<file path="config.mk">
export PLATFORM = sky130hd
export DESIGN_NAME = programmable_gf256_sbox
export DESIGN_NICKNAME = d
export VERILOG_FILES = /design/src/rtl/pgs_pkg.sv /design/src/rtl/pgs_euclid.sv /design/src/rtl/programmable_gf256_sbox.sv
export SDC_FILE = /design/constraint.sdc
export NUM_CORES = 1
export LEC_CHECK = 0
export BUFFER_PORTS_ARGS = -buffer_cell sky130_fd_sc_hd__buf_2
export CAP_MARGIN = 20
export CORE_MARGIN = 5
export CORE_UTILIZATION = 40
export DETAILED_ROUTE_END_ITERATION = 10
export MAX_ROUTING_LAYER = met4
export SYNTH_ARGS = -nofsm -noshare
export SYNTH_HDL_FRONTEND = slang
export SYNTH_SLANG_ARGS = --single-unit
</file>
<file path="constraint.sdc">
create_clock -name clk_i -period 9.9 [get_ports clk_i]
set_input_delay 0.495 -clock clk_i [delete_from_list [all_inputs] [get_ports clk_i]]
set_output_delay 0.495 -clock clk_i [all_outputs]
set_load 0.1 [all_outputs]
</file>
<file path="src/rtl/pgs_pkg.sv">
// Package for the programmable GF(2^8) substitution box.
// Holds the sequencer state type, register indexes, reset values and the
// circulant affine and degree functions; depends on nothing.
`default_nettype none

package pgs_pkg;

  typedef enum logic [1:0] {
    EU_IDLE,
    EU_RUN,
    EU_DONE
  } eu_state_e;

  typedef enum logic [2:0] {
    CFG_MODULUS     = 3'd0,
    CFG_FWD_SEED    = 3'd1,
    CFG_FWD_CONST   = 3'd2,
    CFG_INV_SEED    = 3'd3,
    CFG_INV_CONST   = 3'd4
  } cfg_idx_e;

  localparam logic [8:0] RST_MODULUS   = 9'h11B;
  localparam logic [7:0] RST_FWD_SEED  = 8'hF1;
  localparam logic [7:0] RST_FWD_CONST = 8'h63;
  localparam logic [7:0] RST_INV_SEED  = 8'hA4;
  localparam logic [7:0] RST_INV_CONST = 8'h05;

  typedef struct packed {
    logic       busy;
    logic       done;
    logic       no_inverse;
    logic [7:0] y;
  } inv_status_t;

  function automatic logic [7:0] affine(input logic [7:0] x, input logic [7:0] seed,
                                        input logic [7:0] cst);
    logic [7:0] res;
    logic [2:0] k;
    res = '0;
    for (int i = 0; i < 8; i++) begin
      for (int j = 0; j < 8; j++) begin
        k = 3'(j - i);
        res[i] = res[i] ^ (seed[k] & x[j]);
      end
    end
    return res ^ cst;
  endfunction

  function automatic logic [3:0] deg9(input logic [8:0] p);
    logic [3:0] d;
    d = '0;
    for (int k = 0; k < 9; k++) begin
      if (p[k]) begin
        d = 4'(k);
      end
    end
    return d;
  endfunction

endpackage

`default_nettype wire

</file>
<file path="src/rtl/pgs_euclid.sv">
// Iterative field inverter: polynomial extended Euclid, one step per cycle under a small
// sequencer: a shift-and-reduce, a divisor swap or the closing check. Depends on pgs_pkg.
`default_nettype none

module pgs_euclid (
  input  wire logic               clk_i,
  input  wire logic               rst_ni,
  input  wire logic               start_i,
  input  wire logic [7:0]         elem_i,
  input  wire logic [8:0]         modulus_i,
  output pgs_pkg::inv_status_t    status_o
);

  pgs_pkg::eu_state_e state_q, state_d;

  logic [8:0] num_q, num_d;
  logic [7:0] den_q, den_d;
  logic [7:0] ya_q, ya_d;
  logic [7:0] yc_q, yc_d;
  logic       flag_q, flag_d;

  logic [3:0] dn;
  logic [3:0] dd;
  logic [3:0] sh;
  logic       reduce;

  always_comb begin
    dn     = pgs_pkg::deg9(num_q);
    dd     = pgs_pkg::deg9({1'b0, den_q});
    sh     = dn - dd;
    reduce = (num_q != 9'd0) && (dn >= dd);
  end

  always_comb begin
    state_d = state_q;
    case (state_q)
      pgs_pkg::EU_IDLE: begin
        if (start_i) begin
          state_d = (elem_i == 8'd0) ? pgs_pkg::EU_DONE : pgs_pkg::EU_RUN;
        end
      end
      pgs_pkg::EU_RUN: begin
        if (!reduce && (num_q == 9'd0)) begin
          state_d = pgs_pkg::EU_DONE;
        end
      end
      pgs_pkg::EU_DONE: state_d = pgs_pkg::EU_IDLE;
      default:          state_d = pgs_pkg::EU_IDLE;
    endcase
  end

  always_comb begin
    num_d  = num_q;
    den_d  = den_q;
    ya_d   = ya_q;
    yc_d   = yc_q;
    flag_d = flag_q;
    if ((state_q == pgs_pkg::EU_IDLE) && start_i) begin
      num_d  = modulus_i;
      den_d  = elem_i;
      ya_d   = 8'd0;
      yc_d   = (elem_i != 8'd0) ? 8'd1 : 8'd0;
      flag_d = 1'b0;
    end else if (state_q == pgs_pkg::EU_RUN) begin
      if (reduce) begin
        num_d = num_q ^ ({1'b0, den_q} << sh);
        ya_d  = ya_q ^ (yc_q << sh);
      end else if (num_q == 9'd0) begin
        flag_d = (den_q != 8'd1);
      end else begin
        // advance: remainder becomes divisor, coefficients rotate
        num_d = {1'b0, den_q};
        den_d = num_q[7:0];
        ya_d  = yc_q;
        yc_d  = ya_q;
      end
    end
  end

  always_comb begin
    status_o.busy       = (state_q != pgs_pkg::EU_IDLE);
    status_o.done       = (state_q == pgs_pkg::EU_DONE);
    status_o.no_inverse = flag_q;
    status_o.y          = yc_q;
  end

  always_ff @(posedge clk_i or negedge rst_ni) begin
    if (!rst_ni) begin
      state_q <= pgs_pkg::EU_IDLE;
    end else begin
      state_q <= state_d;
    end
  end

  always_ff @(posedge clk_i) begin
    num_q  <= num_d;
    den_q  <= den_d;
    ya_q   <= ya_d;
    yc_q   <= yc_d;
    flag_q <= flag_d;
  end

endmodule

`default_nettype wire

</file>
<file path="src/rtl/programmable_gf256_sbox.sv">
// Top level of the programmable GF(2^8) substitution box: configuration
// registers, affine maps and result word register. Depends on pgs_pkg, pgs_euclid.
//
// channel   direction  handshake            payload
// command   in         start_i / busy_o     op_i, data_in_i
// result    out        result_valid_o       data_out_o, no_inverse_o
// config    in         cfg_we_i             cfg_idx_i, cfg_data_i
//
// A command word is taken when start_i is high and busy_o low.
// The result strobes after the done state and the strobe register; for a nonzero element
// the sequencer first runs Euclid steps: reduce steps, divisor swaps and a closing check.
// busy_o stays high until the result is ready; a new word may be taken in the strobe cycle.
// Reset clears the sequencer and loads the AES configuration; results cannot be stalled.
`default_nettype none

module programmable_gf256_sbox (
  input  wire logic       clk_i,
  input  wire logic       rst_ni,
  input  wire logic       start_i,
  output logic            busy_o,
  input  wire logic       op_i,
  input  wire logic [7:0] data_in_i,
  output logic            result_valid_o,
  output logic [7:0]      data_out_o,
  output logic            no_inverse_o,
  input  wire logic       cfg_we_i,
  input  wire logic [2:0] cfg_idx_i,
  input  wire logic [8:0] cfg_data_i
);

  logic [8:0] modulus_q;
  logic [7:0] fwd_seed_q;
  logic [7:0] fwd_const_q;
  logic [7:0] inv_seed_q;
  logic [7:0] inv_const_q;

  logic       op_q;
  logic       valid_q;
  logic [7:0] data_out_q;
  logic       no_inv_q;

  logic       accept;
  logic [7:0] elem;

  pgs_pkg::inv_status_t status;

  assign busy_o = status.busy;
  assign accept = start_i && !status.busy;
  assign elem   = op_i ? pgs_pkg::affine(data_in_i, inv_seed_q, inv_const_q) : data_in_i;

  pgs_euclid u_euclid (
    .clk_i     (clk_i),
    .rst_ni    (rst_ni),
    .start_i   (accept),
    .elem_i    (elem),
    .modulus_i (modulus_q),
    .status_o  (status)
  );

  always_ff @(posedge clk_i or negedge rst_ni) begin
    if (!rst_ni) begin
      modulus_q   <= pgs_pkg::RST_MODULUS;
      fwd_seed_q  <= pgs_pkg::RST_FWD_SEED;
      fwd_const_q <= pgs_pkg::RST_FWD_CONST;
      inv_seed_q  <= pgs_pkg::RST_INV_SEED;
      inv_const_q <= pgs_pkg::RST_INV_CONST;
    end else if (cfg_we_i) begin
      case (cfg_idx_i)
        pgs_pkg::CFG_MODULUS:   modulus_q   <= cfg_data_i;
        pgs_pkg::CFG_FWD_SEED:  fwd_seed_q  <= cfg_data_i[7:0];
        pgs_pkg::CFG_FWD_CONST: fwd_const_q <= cfg_data_i[7:0];
        pgs_pkg::CFG_INV_SEED:  inv_seed_q  <= cfg_data_i[7:0];
        pgs_pkg::CFG_INV_CONST: inv_const_q <= cfg_data_i[7:0];
        default: ;
      endcase
    end
  end

  always_ff @(posedge clk_i or negedge rst_ni) begin
    if (!rst_ni) begin
      valid_q <= 1'b0;
    end else begin
      valid_q <= status.done;
    end
  end

  always_ff @(posedge clk_i) begin
    if (accept) begin
      op_q <= op_i;
    end
    if (status.done) begin
      data_out_q <= op_q ? status.y : pgs_pkg::affine(status.y, fwd_seed_q, fwd_const_q);
      no_inv_q   <= status.no_inverse;
    end
  end

  assign result_valid_o = valid_q;
  assign data_out_o     = data_out_q;
  assign no_inverse_o   = no_inv_q;

`ifndef SYNTH
  a_start_busy: assert property (@(posedge clk_i) disable iff (!rst_ni)
    accept |=> busy_o) else $error("accepted word did not raise busy");
  a_strobe_idle: assert property (@(posedge clk_i) disable iff (!rst_ni)
    result_valid_o |-> !busy_o) else $error("result strobe while busy");
  a_strobe_single: assert property (@(posedge clk_i) disable iff (!rst_ni)
    result_valid_o |=> !result_valid_o) else $error("result strobe longer than a cycle");
`endif

endmodule

`default_nettype wire
</file>
== After elaboration in Yosys (flattened, before gate mapping) ==
Index checks and enable logic that the tools add are counted.

* Flip-flop bits (word level): 88
* Output and inout port bits: 11
* Input port bits: 25

* Reduce and logical (&&, ||, !) cells: 24
* Bitwise gates (word level): 245
* $lt $le $gt $ge: 1
* Add/subtract/negate cells: 1
* Multiplexer cells: 36
* Shift-type cells: 2
* Equality and inequality tests: 13

{| class="wikitable"
|+ Operators by type and width
! kind !! number
|-
| $and 1x1->1 || 128
|-
| $xor 1x1->1 || 112
|-
| $mux 8 || 12
|-
| $mux 9 || 4
|-
| $mux 4 || 7
|-
| $xor 8x8->8 || 3
|-
| $reduce_and 2->1 || 8
|-
| $mux 3 || 4
|-
| $mux 2 || 5
|-
| $logic_not 9->1 || 1
|-
| $reduce_bool 9->1 || 1
|-
| $shl 8x4->9 || 1
|-
| $xor 9x9->9 || 1
|-
| $logic_not 8->1 || 1
|-
| $ne 8x1->1 const B || 1
|-
| $reduce_bool 8->1 || 1
|-
| $shl 8x4->8 || 1
|-
| $eq 3x2->1 const B || 2
|-
| $ne 2x1->1 const B || 3
|-
| $reduce_and 3->1 || 2
|-
| $ge 4x3->1 || 1
|-
| $logic_and 1x1->1 || 4
|-
| $ne 2x2->1 const B || 2
|-
| $pmux 2 s2 || 1
|-
| 12 further kinds || 16
|}

== Longest topological paths before layout ==
Gate-level depths: netlist (run 1).

* Depth after elaboration: 14
* Depth in mapped cells: 17
* Gate-level depth less buffers: 15

== Cells and area by module ==
A second synthesis (run 1) with hierarchy kept.

* Cell total of the unflattened synthesis: 712
* Area total of the unflattened synthesis: 6747.7 um^2

{| class="wikitable"
|+ By module, submodules not included
! module !! sequential area each (um^2) !! cells each !! times used !! area each (um^2)
|-
| programmable_gf256_sbox || 1375.1 || 400 || 1 || 4093.9
|-
| pgs_euclid || 980.9 || 312 || 1 || 2653.8
|}

== Least setup slack after synthesis (run 1) ==
Ideal clock, no wire load.

* Path type: reg2reg
* From: reg u_euclid.den_q[2]
* To: reg u_euclid.num_q[5], data pin
* Clock period less this slack: 3.314 ns
* Buffers on the path: 0
* Cell stages (with the launch flop): 16
* Arrival: 3.046 ns
* Path slack: 6.586 ns
* Setup time: 0.267 ns
* Path through: edfxtp_1 > inv_1 > a21oi_1 > nor2_1 > nor2_1 > o21ai_0 > ha_1 > inv_1 > fa_1 > xnor2_1 > mux4_2 > nand2_1 > a21oi_1 > xor2_1 > mux2i_1 > o21ai_0

* Longest elaborated chain between the ends: 12

{| class="wikitable"
|+ RTL lines
! what !! RTL line !! source
|-
| from (decl) || pgs_euclid.sv:17 || <nowiki>logic [7:0] den_q, den_d;</nowiki>
|-
| from (signal assigned) || pgs_euclid.sv:97 || <nowiki>den_q <= den_d;</nowiki>
|-
| $mux 2 (2 in a row) || pgs_pkg.sv:53 || <nowiki>if (p[k]) begin</nowiki>
|-
| $mux 3 (4 in a row) || pgs_pkg.sv:53 ||
|-
| $sub 4x3->4 || pgs_euclid.sv:30 || <nowiki>sh = dn - dd;</nowiki>
|-
| $shl 8x4->9 || pgs_euclid.sv:66 || <nowiki>num_d = num_q ^ ({1'b0, den_q} << sh);</nowiki>
|-
| $xor 9x9->9 || pgs_euclid.sv:66 ||
|-
| $mux 9 (*) || pgs_euclid.sv:65 || <nowiki>if (reduce) begin</nowiki>
|-
| $mux 9 (*) || pgs_euclid.sv:64 || <nowiki>end else if (state_q == pgs_pkg::EU_RUN) begin</nowiki>
|-
| $mux 9 (*) || pgs_euclid.sv:58 || <nowiki>if ((state_q == pgs_pkg::EU_IDLE) && start_i) begin</nowiki>
|-
| net u_euclid.num_d[5] || pgs_euclid.sv:16 || <nowiki>logic [8:0] num_q, num_d;</nowiki>
|-
| to (signal assigned) || pgs_euclid.sv:96 || <nowiki>num_q <= num_d;</nowiki>
|-
| to (decl) || pgs_euclid.sv:16 ||
|}

Mark *: on every way through the listed nets, which the timed path passes. The rest lies on a longest branch. The select of a mux whose other input is x is not followed.
A chain may end at the register's enable or synchronous reset.

== Worst setup path in the final report (run 1) ==
* From: reg u_euclid.num_q[2]
* To: reg u_euclid.num_q[4], data pin

* Longest elaborated chain between the ends: 13

{| class="wikitable"
|+ RTL lines
! what !! RTL line
|-
| $mux 4 (7 in a row) || pgs_pkg.sv:53
|-
| $sub 4x3->4 || pgs_euclid.sv:30
|-
| $shl 8x4->9 || pgs_euclid.sv:66
|-
| $xor 9x9->9 || pgs_euclid.sv:66
|-
| $mux 9 (*) || pgs_euclid.sv:65
|-
| $mux 9 (*) || pgs_euclid.sv:64
|-
| $mux 9 (*) || pgs_euclid.sv:58
|-
| net u_euclid.num_d[4] || pgs_euclid.sv:16
|}

Marked as above.

==> results of run 1 <==
-- final cells by class --
type	count	share of cell area [%]
inverters	19	1.03
repair buffers	41	3.33
clock buffers	10	3.62
flip-flops and latches	88	34.1
well taps	216	3.91
multi-input cells	542	53.5
clock inverters	6	0.543
-- how the worst min path moves through the flow --
stage,to,cells past startpoint,start
6_report,modulus_q[7],1,rst_ni
5_1_grt,inv_seed_q[6],1,rst_ni
4_1_cts,inv_const_q[7],1,rst_ni
3_5_place_dp,u_euclid.ya_q[4],2,u_euclid.ya_q[4]
3_3_place_gp,u_euclid.ya_q[1],2,u_euclid.ya_q[1]
2_1_floorplan,fwd_const_q[2],0,rst_ni
-- flip-flops by register name, indices dropped and copies added (netlist names) --
name and count:
u_euclid.ya_q 8, fwd_seed_q 8, data_out_o 8, result_valid_o 1
u_euclid.yc_q 8, op_q 1, inv_seed_q 8, no_inverse_o 1
u_euclid.num_q 9, u_euclid.state_q 2, u_euclid.flag_q 1, fwd_const_q 8
u_euclid.den_q 8, modulus_q 9, inv_const_q 8
-- placed cells by master, fill, tap and decap left out, drive strengths merged, types with 5 or more instances in the layout --
master and instances:
nand2 185, xnor2 91, mux2 52, buf 41, o21ai 38, edfxtp 35
xor2 31, nor2 26, dfrtp 25, a21oi 22, inv 22, dfstp 19
mux2i 13, nor3 13, clkbuf 10, a211oi 9, dfxtp 9, xnor3 8
nand3 8, mux4 5
-- layer usage --
| metal | wire length (um) | global-route usage [%] | up-vias |
|---|---|---|---|
| li1 | - | - | 2331 |
| met1 | 6990 | 23.6 | 2352 |
| met2 | 7300 | 27.7 | 131 |
| met3 | 728 | 4.18 | 16 |
| met4 | 263 | 4.98 | 0 |
| met5 | 0 | - | - |
-- critical path, stage by stage (launching register included) --
cell and delay (ns):
edfxtp_1 0.45, nand2b_1 0.17, a21oi_1 0.15, o21bai_1 0.08, a21o_1 0.20, ha_1 0.77
a21oi_1 0.15, o21ai_1 0.54, and2_0 0.78, mux2i_1 0.25, o21ai_0 0.10
-- metrics by stage --
step / instance area, um2 / util, %
after detailed placement: 6600 / 41.9
after CTS: 6890 / 43.7
after floorplan: 6380 / -
after global routing: 6910 / 43.8
final: 6910 / 43.8
after global placement: 6590 / 41.8
-- cell usage after synthesis (all sizes together), types with 13 or more instances --
| cell type | n | area share (%) |
|---|---|---|
| nand2 | 185 | 11 |
| xnor2 | 91 | 13 |
| mux2 | 52 | 9.2 |
| o21ai | 38 | 3.0 |
| edfxtp | 35 | 16 |
| clkbuf | 33 | 1.9 |
| xor2 | 31 | 4.3 |
| nor2 | 26 | 1.5 |
| dfrtp | 25 | 9.8 |
| a21oi | 22 | 1.7 |
| buf | 19 | 2.0 |
| dfstp | 19 | 7.8 |
| inv | 19 | 1.1 |
| mux2i | 13 | 2.0 |
| nor3 | 13 | 1.1 |
-- logic make-up (layout without fill, tap and decap cells) --
family	count (synthesis)	count (layout)	synth area share, %
multiplexers	70	70	13.0
adder cells (fa/ha/maj)	4	4	0.902
AO/OA/AOI/OAI	83	83	7.41
buffers and inverters	71	76	5.10
XOR/XNOR	130	130	19.7
AND/OR/NAND/NOR	255	255	16.9
flip-flops	88	88	36.9
==> results.txt, run 1 <==
----------------------------------------------------
[Status]
  Result of the run ... finished clean

[CTS]
  Number of buffers added for setup after CTS ... 0
  Clock buffers created by TritonCTS ... 9
  Clock slew at reported path FFs ... ~0.070 ns
  CTS tree ... yes
  Hold buffer count at CTS ... 0
  Number of buffers on the longest clock path ... 2
  CTS H-tree depth ... 3
  Clock tree root buffer cell ... clkbuf_16
  Sink count of the clock tree ... 88
  Post-cts gate resize count ... 0
  Worst skew pair latency ... around 0.36 ns

[Floorplanning]
  Die ar. ... about 0.019 mm2
  Number of ports placed on the die boundary ... 36
  Vertical die dimension ... 136 um
  Chip Width ... about 140 um
  Effective utilization at floorplan ... 40.4%
  Core Box Area ... 0.0158 mm2
  Cell Rows ... 46

[Route]
  Number of vias per cell after detailed routing ... 5.24
  Count of TritonRoute iterations in the first routing pass ... 5
  Number of design rule violations left after detail routing ... 0
  First-iteration detailed-routing DRC count ... 401
  Detailed-route via count ... 4830
  Post-detailed-route wirelength per cell ... 16.6 um
  Antenna viol nets, final ... 0
  DRT Wirelength ... 15300 um

[Critical path]
  Cell count of the worst reg-to-reg path ... 10
  Peak fanout along the critical path ... 19
  Path type of the worst setup path ... flop to flop
  Flop2flop setup slack ... 5.95 ns
  End point of the critical path ... u_euclid.num_q[4]
  Worst Setup End Kind ... flop
  Worst setup SP type ... flop
  Worst setup path start ... u_euclid.num_q[2]
  Critical path data arrival time ... 4.00 ns
  Required time reported for the critical path endpoint ... a little under 10 ns
  Beginning of the worst register-to-register path ... u_euclid.num_q[2]
  End of the worst register-to-register path ... u_euclid.num_q[4]

[Placement]
  Routability-driven placement congestion ratio ... 0.890
  IO Port Bufs ... 35
  Post-detailed-placement half-perimeter wirelength ... 10900 um
  Dpl ws ... 6.02 ns
  Placed cell count ... 904

[Final layout]
  Area taken by flip-flops and latches ... 0.00236 mm2
  Area growth syn-to-layout ... 8.38%
  Multi-input gate area ... 0.00370 mm2
  Number of non-filler instances in the completed layout ... 922
  Number of antenna cells inserted ... 0
  Share of layout cells above drive strength 1 ... 19.8%
  Fill count ... roughly 1600
  Final Net Count ... 730

[Global route]
  Largest net degree at the start of global routing ... 45
  Via count of the first global-routing pass ... 4685
  Number of antenna violations at the first check in global routing ... 0
  GR Util All Layers ... 17.9%
  Wire length of the first global-routing pass ... 25000 um
  Remaining global-route overflow ... 0

[Logic synthesis]
  Cell area after technology mapping ... 0.00638 mm2
  Post-synthesis async set-or-reset flop share ... 50.0%
  Number of enable flip-flop cells after synthesis ... 35
  Seq/Total Area, Yosys ... a little under two fifths
  Post-synthesis cell type count ... 51
  Dominant synthesized flop cell ... edfxtp_1
  Number of flip-flops and latches in the synthesized netlist ... 88
  Mapped Avg Cell Area ... a little over 9 um2
  Number of nets produced by synthesis ... 730
  YS warnings ... 0
  Post-Synthesis Cells ... between 700 and 800

[STA]
  Final hold violation count ... 0
  Worst Skew ... 0.0123 ns
  RSZ-0062 raised after global routing ... no
  Final setup fails ... 0
  Final Worst Setup Slack ... 5.95 ns
  Final critical delay including setup and external delays ... between 3 and 4 ns
  Post-route clock period utilization ... 39.9%
  Timing-limited maximum frequency ... 0.253 GHz
  Worst slack on hold paths ... 0.0458 ns
  Tightest Pin Transition ... approximately 1.1 ns
  TNS Setup ... 0 ns
  Worst rel slew slack ... 28.8%
  Max-slew violation total from the final report ... 0

[Run]
  MaxCap Viol Count ... 0

[Min path]
  Class of the tightest hold or removal check ... primary input to async pin

----------------------------------------------------
Power of run 1 is left out: the tool's default activity adds up to more than one toggle a clock period on the data nets, which glitch-free logic cannot reach.
==> run 2, diff against run 1 <==
Clock period 9.9 ns to 3.7 ns, I/O delays scaled along.
==> results.txt, run 2 (synthesized netlist as in run 1, its figures left out) <==
----------------------------------------------------
[Floorplanning]
  Chip Width ... 136 um
  Die ar. ... 0.0186 mm2
  Number of ports placed on the die boundary ... 36
  Cell Rows ... 46
  Effective utilization at floorplan ... slightly above 40%
  Vertical die dimension ... 136 um
  Core Box Area ... 0.0158 mm2

[CTS]
  Hold buffer count at CTS ... 0
  Clock buffers created by TritonCTS ... 9
  CTS H-tree depth ... 3
  Clock tree root buffer cell ... clkbuf_16
  CTS tree ... yes
  Worst skew pair latency ... 0.34 ns
  Sink count of the clock tree ... just under 90
  Clock slew at reported path FFs ... 0.06 ns
  Post-cts gate resize count ... 0
  Number of buffers on the longest clock path ... 2
  Number of buffers added for setup after CTS ... 0

[Route]
  DRT Wirelength ... roughly 16000 um
  Number of design rule violations left after detail routing ... 0
  Count of TritonRoute iterations in the first routing pass ... 6
  Number of vias per cell after detailed routing ... between 5 and 6
  Antenna viol nets, final ... 0
  First-iteration detailed-routing DRC count ... ~430
  Detailed-route via count ... 4947
  Post-detailed-route wirelength per cell ... 16.8 um

[Min path]
  Class of the tightest hold or removal check ... primary input to async pin

[STA]
  Max-slew violation total from the final report ... 0
  RSZ-0062 raised after global routing ... no
  Tightest Pin Transition ... 1.00 ns
  Final hold violation count ... 0
  TNS Setup ... 0 ns
  Final critical delay including setup and external delays ... 3.28 ns
  Worst Skew ... 0.0111 ns
  Post-route clock period utilization ... between 80% and 90%
  Timing-limited maximum frequency ... between 0.3 and 0.4 GHz
  Worst rel slew slack ... 33.1%
  Final setup fails ... 0

[Critical path]
  Worst Setup End Kind ... flop
  Critical path data arrival time ... approximately 3.4 ns
  Worst setup SP type ... flop
  Peak fanout along the critical path ... 4
  Path type of the worst setup path ... flop to flop
  Required time reported for the critical path endpoint ... 3.77 ns

[Global route]
  GR Util All Layers ... 18.1%
  Wire length of the first global-routing pass ... 25900 um
  Largest net degree at the start of global routing ... 45
  Via count of the first global-routing pass ... 4941
  Number of antenna violations at the first check in global routing ... 0
  Remaining global-route overflow ... 0

[Run]
  MaxCap Viol Count ... 0

[Final layout]
  Largest registers in the final layout ... modulus_q: 9 flops, u_euclid.num_q: 9 flops
  Area growth syn-to-layout ... 8.75%
  Commonest cells after routing, fill and taps aside ... nand2_1, xnor2_1, mux2_2, o21ai_0
  Area taken by flip-flops and latches ... about 0.0024 mm2
  Fill count ... 1540
  Multi-input gate area ... 0.00370 mm2
  Number of antenna cells inserted ... 0
  Share of layout cells above drive strength 1 ... approximately a fifth
  Final Net Count ... roughly 740
  Most common cell after layout, fill and taps aside ... nand2_1

[Placement]
  Routability-driven placement congestion ratio ... 0.946
  IO Port Bufs ... 35
  Post-detailed-placement half-perimeter wirelength ... 11200 um

[Status]
  Result of the run ... finished clean

----------------------------------------------------
## run 2: final timing paths
kind / start / endpoint / slack, ns / cells after the start
worst max-delay path: u_euclid.den_q[2] / u_euclid.num_q[5] / 0.42 / 15
worst min-delay path: rst_ni / inv_const_q[6] / 0.002 / 1
worst max register to register: u_euclid.den_q[2] / u_euclid.num_q[5] / 0.42 / 15
worst min register to register: u_euclid.ya_q[0] / u_euclid.ya_q[0] / 0.46 / 2
max in group asynchronous: rst_ni / u_euclid.state_q[1] / 3.10 / 1
min in group clk_i: cfg_data_i[8] / modulus_q[8] / 0.12 / 2
## run 2: routing by layer
metal	vias to the layer above	part of all wire, %	GRT usage [%]
met5	-	0	-
met4	0	2.7	6.33
met3	38	4.8	2.59
met2	160	48	28.6
met1	2411	45	23.8
li1	2338	-	-
## run 2: cell type report
class | instances | share of cell area, %
Tap cell | 216 | 3.90
Timing Repair Buffer | 48 | 3.93
Sequential cell | 88 | 34.0
Clock inverter | 4 | 0.469
Clock buffer | 12 | 3.41
Multi-Input combinational cell | 542 | 53.3
Inverter | 19 | 1.03
## run 2: stage by stage
| step | instance area (um2) | util (%) | cells | hold WS, ns | setup WS, ns |
|---|---|---|---|---|---|
| finish | 6940 | 44.0 | 929 | 0.00230 | 0.419 |
| global route | 6940 | 44.0 | 929 | 0.0739 | 0.0771 |
| CTS | 6940 | 44.0 | 929 | 0.0333 | 0.428 |
| detailed placement | 6670 | 42.3 | 913 | 0.393 | 0.480 |
| global placement | 6660 | 42.2 | 912 | 0.365 | 0.545 |
| floorplan | 6380 | - | 701 | -0.111 | 0.386 |
## run 2: critical path: stages (launching register included)
cell and delay (ns):
edfxtp_1 0.43, inv_1 0.10, a21oi_1 0.06, nor2_1 0.09, nor2_1 0.04, o21ai_0 0.18
ha_1 0.17, inv_1 0.07, fa_1 0.49, xnor2_1 0.29, mux4_2 0.53, nand2_1 0.08
a21oi_1 0.10, xor2_1 0.16, mux2i_1 0.14, o21ai_0 0.09
Power of run 2 is left out for the same reason.
